File: src/rtl/ckst_pkg.sv
// Shared sizes and types of the coordinate-keyed source table.
`default_nettype none

package ckst_pkg;

   localparam int TABLE_DEPTH = 64;
   localparam int SLOT_W      = $clog2(TABLE_DEPTH);
   localparam int COUNT_W     = $clog2(TABLE_DEPTH + 1);
   localparam int COORD_W     = 32;
   localparam int KIND_W      = 8;
   localparam int RSP_SLOT_W  = 6;
   localparam int RSP_COUNT_W = 7;

   // Request codes carried on req_type.
   typedef enum logic [1:0] {
      REQ_ADD    = 2'd0,
      REQ_REMOVE = 2'd1,
      REQ_QUERY  = 2'd2,
      REQ_CLEAR  = 2'd3
   } req_code_type;

   typedef struct packed {
      logic signed [COORD_W-1:0] x;
      logic signed [COORD_W-1:0] y;
      logic signed [COORD_W-1:0] z;
   } key_type;

   // Scan token handed from cell to cell.
   typedef struct packed {
      logic              active;
      logic              hit;
      logic [SLOT_W-1:0] hit_slot;
      logic              free_found;
      logic [SLOT_W-1:0] free_slot;
   } token_type;

   // Table update broadcast to every cell.
   typedef struct packed {
      logic              add;
      logic              remove;
      logic              clear_all;
      logic [SLOT_W-1:0] slot;
   } wr_type;

endpackage

`default_nettype wire

File: src/rtl/ckst_cell.sv
// One table slot: key, kind and valid bit, plus one stage of the scan token.
`default_nettype none

module ckst_cell
   import ckst_pkg::*;
(
   input  logic              clock,
   input  logic              reset,
   input  logic [SLOT_W-1:0] cell_index,
   input  key_type           key_in,
   input  logic [KIND_W-1:0] kind_in,
   input  wr_type            wr_in,
   input  token_type         tok_in,
   output token_type         tok_out
);

   logic              valid_ff, valid_in;
   key_type           key_ff;
   logic [KIND_W-1:0] kind_ff;
   logic              active_ff;
   logic              hit_ff, hit_in;
   logic [SLOT_W-1:0] hit_slot_ff, hit_slot_in;
   logic              free_ff, free_in;
   logic [SLOT_W-1:0] free_slot_ff, free_slot_in;
   logic              match;
   logic              sel;

   assign match = valid_ff && (key_ff == key_in);
   assign sel   = (wr_in.slot == cell_index);

   // Fold this slot into the token; the lowest slot seen first wins.
   always_comb begin
      hit_in       = tok_in.hit | match;
      hit_slot_in  = tok_in.hit ? tok_in.hit_slot : cell_index;
      free_in      = tok_in.free_found | !valid_ff;
      free_slot_in = tok_in.free_found ? tok_in.free_slot : cell_index;
   end

   always_comb begin
      priority if (wr_in.clear_all) begin
         valid_in = 1'b0;
      end else if (wr_in.add && sel) begin
         valid_in = 1'b1;
      end else if (wr_in.remove && sel) begin
         valid_in = 1'b0;
      end else begin
         valid_in = valid_ff;
      end
   end

   always_ff @(posedge clock) begin
      if (reset) begin
         valid_ff  <= 1'b0;
         active_ff <= 1'b0;
      end else begin
         valid_ff  <= valid_in;
         active_ff <= tok_in.active;
      end
   end

   always_ff @(posedge clock) begin
      hit_ff       <= hit_in;
      hit_slot_ff  <= hit_slot_in;
      free_ff      <= free_in;
      free_slot_ff <= free_slot_in;
      if (wr_in.add && sel) begin
         key_ff  <= key_in;
         kind_ff <= kind_in;
      end
   end

   assign tok_out = '{active:     active_ff,
                      hit:        hit_ff,
                      hit_slot:   hit_slot_ff,
                      free_found: free_ff,
                      free_slot:  free_slot_ff};

endmodule

`default_nettype wire

File: config.mk
export PLATFORM = sky130hd
export DESIGN_NAME = ckst_cell
export DESIGN_NICKNAME = d
export VERILOG_FILES = /design/src/rtl/ckst_pkg.sv /design/src/rtl/ckst_cell.sv
export SDC_FILE = /design/constraint.sdc
export NUM_CORES = 1
export LEC_CHECK = 0
export BUFFER_PORTS_ARGS = -buffer_cell sky130_fd_sc_hd__clkbuf_2
export CAP_MARGIN = 20
export CORE_MARGIN = 10
export CORE_UTILIZATION = 50
export DETAILED_ROUTE_END_ITERATION = 6
export GPL_ROUTABILITY_DRIVEN = 0
export PLACE_DENSITY = 0.79
export SYNTH_ARGS = -nofsm -noshare
export SYNTH_HDL_FRONTEND = slang
export SYNTH_SLANG_ARGS = --single-unit
File: constraint.sdc
create_clock -name clock -period 4.8 [get_ports clock]
set_clock_uncertainty 0.15 [all_clocks]
set_input_delay 0.72 -clock clock [delete_from_list [all_inputs] [get_ports clock]]
set_output_delay 0.72 -clock clock [all_outputs]
set_load 0.05 [all_outputs]
# == After elaboration in Yosys (flattened, before gate mapping) ==
# Cells that the tools add are included.
# op_classes
eq_ne,2
n_mux,4
bitwise,2
reduce_logical,6
# ops
operator,count
$eq A96 B96 Y1,1
$mux W6,2
$eq A6 B6 Y1,1
$logic_and A1 B1 Y1,3
$mux W1,2
$or A1 B1 Y1,2
$reduce_bool A2 Y1,1
$reduce_or A2 Y1,1
$logic_not A1 Y1,1
# word_totals
regBits,112
input_bits,136
out_inout_bits,15
elab_cells,23

# == Logic depth before layout (Yosys ltp) ==
# logic_depth
word_depth,4
mapped_depth,6
mapped_depth_nobuf,6

# == Least setup slack after synthesis ==
# OpenSTA, ideal clock, no wires.
# synth_path
path_kind,in2reg
from,input cell_index[0]
to,"register key_ff[0] (netlist bit), enable pin"
setup_ps,467
arrival_ps,3399
required_time_ps,4183
slack_ps,785
path_stages,4
n_path_buf,0
cell_sequence,xnor2_1 -> nand4_1 -> nor3_1 -> and2_1
# synth_between
elab_chain_cells,2
# synth_lines
item,line_no,text
"start, declared",ckst_cell.sv:9,"input logic [SLOT_W-1:0] cell_index,"
$eq A6 B6 Y1,ckst_cell.sv:29,assign sel = (wr_in.slot == cell_index);
$logic_and A1 B1 Y1,ckst_cell.sv:66,if (wr_in.add && sel) begin
"end signal, assigned",ckst_cell.sv:67,key_ff <= key_in;
"end, declared",ckst_cell.sv:18,key_type key_ff;
# Every way passes these cells.
# A chain may end at the register's enable or synchronous reset.

# == Final worst setup path ==
# layout_path
from,input cell_index[0]
to,"register key_ff[8] (netlist bit), enable pin"
# The elaborated chain is that of the path after synthesis.

==> impl_metrics.toml <==
[status]
outcome = "completed"

[route]
drt-pass1-iter-count = 4
wire_per_inst_um = 18.33
vias = 3003
drt_iter0_markers = 121
via_per_inst = 5.196
drtAntennaViolNets = 0
drc = 0
finalWirelength_um = 10590

[power]
p_per_area_nw_per_um2 = 314.2
total_power_mw = 1.786
combPwrFrac_pct = 10.2
switching_share_pct = 23.15
pwr-share-clk_pct = 29.3
switchingPower_mw = 0.4134
ir_worst_vdd_uv = 242.6
seq_power_share_pct = 60.5
cellLeakagePower_nw = 2.317
intPower_mw = 1.372

[synthesis]
synth.top_cell.area_share_pct = 62.17
ys_seq_area_share_pct = 69.08
yosysUniqueCellTypes = 34
synth_area_um2 = 4637
yosys-top-cells-area = "edfxtp_1 62%, xor2_1 8.9%, dfxtp_1 6.9%"
syn_avg_cell_area_um2 = 14.91
synth_edf_count = 96
ys_top_cells_by_count = "96 x edfxtp_1, 47 x xor2_1, 32 x inv_1"
syn-num-nets = 447
synthFlopType = "edfxtp_1"
yosys.area.top_type = "edfxtp_1"
syn_inst = 311
yosysWarnings = 0
synth.ff_latch_count = 112
synthArstFlopShare_pct = 0
synth_most_common_cell = "edfxtp_1"

[timing]
whs_ns = 0.3020
finalCriticalPeriod_ns = 2.348
setup_tns_ns = 0
slew_headroom_pct = 68.52
finalHoldViolations = 0
drv_slew = 0
setup_viol = 0
fin_crit_sh_pct = 48.91
tightest_slew_ns = 0.4722
max_freq_mhz = 425.9
rsz0062_at_grt = "false"

[worst_setup_path]
path_max_fanout = 54
r2r-start = "key_ff[22]"
crit_path_max_incr_delay_ns = 0.50
arrival_ns = 2.24
worstPathRequired_ns = 4.70
r2r_cells = 6
startpoint = "cell_index[0]"
slowest_stage = "and2_4"
critPathLaunchType = "input port"
critPathTopFamily = "simple AND/OR/NAND/NOR gates"
cp_cell_sequence = "clkbuf_2, xnor2_1, nand4_1, nor3_1, and2_4, buf_16"
rrSetupSlack_ns = 2.92
crit_type = "input port to flop"
path_buf_inv = 2
rr_endpoint = "hit_ff"
crit_path_end_kind = "flop"

[hold_path]
whs_path_depth = 1
hold_start = "valid_ff"
min_path_type = "flop to flop"
min_to = "free_ff"

[grt]
grt_pass1_wl_um = 16140
grt_pass1_vias = 3333
grt-ovfl-total = 0
grt_max_degree = 88
antenna_found_initial = 0
grt_use_total_pct = 15.67

[floorplan]
rows = 35
die_w_um = 116.3
io_pins = 151
core_um2 = 9153
die_y_um = 116.3
dieArea_um2 = 13530
initial_core_util_pct = 50.66

[layout]
drive_above_1_share_pct = 38.76
area_delta_synth_final_pct = 22.58
nets = 598
fillCellCount = 732
fin_cells = 578
antenna_cells = 0

[clock_tree]
clk_pin_slew_ns = 0.10
clock_latency_ns = 0.37
cts_sinks = 112
post_cts_resized = 0
cts_root_buffer = "clkbuf_8"
post_cts_buffers = 0
cts_hold_buf = 0
cts_buffers = 9
clk_path_buf_depth = 2
cts_tree = "built"
cts-htree-levels = 3

[placed_design]
dp_hpwl_um = 8476
place_inst = 561
port_buffers = 142

[flow_run]
cap_violations = 0
final cells by class:
class / count / area (um^2) / area share [%]
timing repair buffer: 145 / 753.2 / 13.25
tap: 111 / 138.9 / 2.443
sequential: 112 / 3203 / 56.35
inverter: 39 / 146.4 / 2.575
clock buffer: 12 / 155.1 / 2.729
clock inverter: 4 / 27.53 / 0.4843
multi-input combinational: 155 / 1260 / 22.17
per-layer routing:
| layer | GRT usage, % | up-vias | part of all wire (%) |
|---|---|---|---|
| met2 | 26.70 | 107 | 50 |
| li1 | - | 1467 | - |
| met5 | 0 | - | 0 |
| met3 | 8.115 | 13 | 9.7 |
| met4 | 4.003 | 0 | 1.2 |
| met1 | 16.80 | 1416 | 39 |
per-stage QoR:
| stage | util [%] | area [um^2] | worst slack (ns) |
|---|---|---|---|
| 4_1_cts | 61.80 | 5657 | 2.066 |
| 5_1_grt | 62.11 | 5684 | 2.355 |
| 2_1_floorplan | - | 4637 | 0.7845 |
| 6_report | 62.11 | 5684 | 2.452 |
| 3_3_place_gp | 59.81 | 5474 | 1.720 |
| 3_5_place_dp | 59.81 | 5474 | 1.646 |
state kept, by name, summed over array words and instances (netlist names):
name,cells
free_slot_ff,6
valid_ff,1
key_ff,96
hit_slot_ff,6
active_ff,1
free_ff,1
hit_ff,1
cells by family after synthesis:
kind of cell,after synthesis,synth area share (%)
simple gates,40,5.451
mux,12,2.914
flops,112,69.08
compound gates,40,6.854
buf+inv,44,3.805
xor+xnor,63,11.90
worst max-delay path by stage:
stage          slack (ns)          to  cells past startpoint
2_1_floorplan        0.78   key_ff[0]                      4
3_3_place_gp         1.72  key_ff[46]                      6
3_5_place_dp         1.65  key_ff[20]                      6
4_1_cts              2.07   key_ff[6]                      6
5_1_grt              2.36  key_ff[27]                      6
6_report             2.45   key_ff[8]                      6
layout by cell type, fill, tap and decap left out, types with 3 or more instances in the layout:
cell type	instances
a221oi_1	6
a22o_1	5
clkbuf_2	142
clkbuf_8	11
dfxtp_1	16
edfxtp_1	96
inv_1	32
inv_2	6
mux2_2	12
nand2_1	3
nand2b_1	4
nand4_1	9
nor4_1	16
o22ai_1	13
o2bb2ai_1	3
xnor2_1	16
xor2_1	47
power by group through the flow:
| stage | Combinational, mW | Clock (mW) | Sequential, mW |
|---|---|---|---|
| after floorplan | 0.0622 | 0 | 1.13 |
| after global placement | 0.178 | 0 | 1.10 |
| after detailed placement | 0.183 | 0 | 1.10 |
| after CTS | 0.184 | 0.539 | 1.08 |
| after global routing | 0.199 | 0.576 | 1.08 |
| final | 0.182 | 0.523 | 1.08 |
No activity file was read; power rests on OpenSTA's default activity.
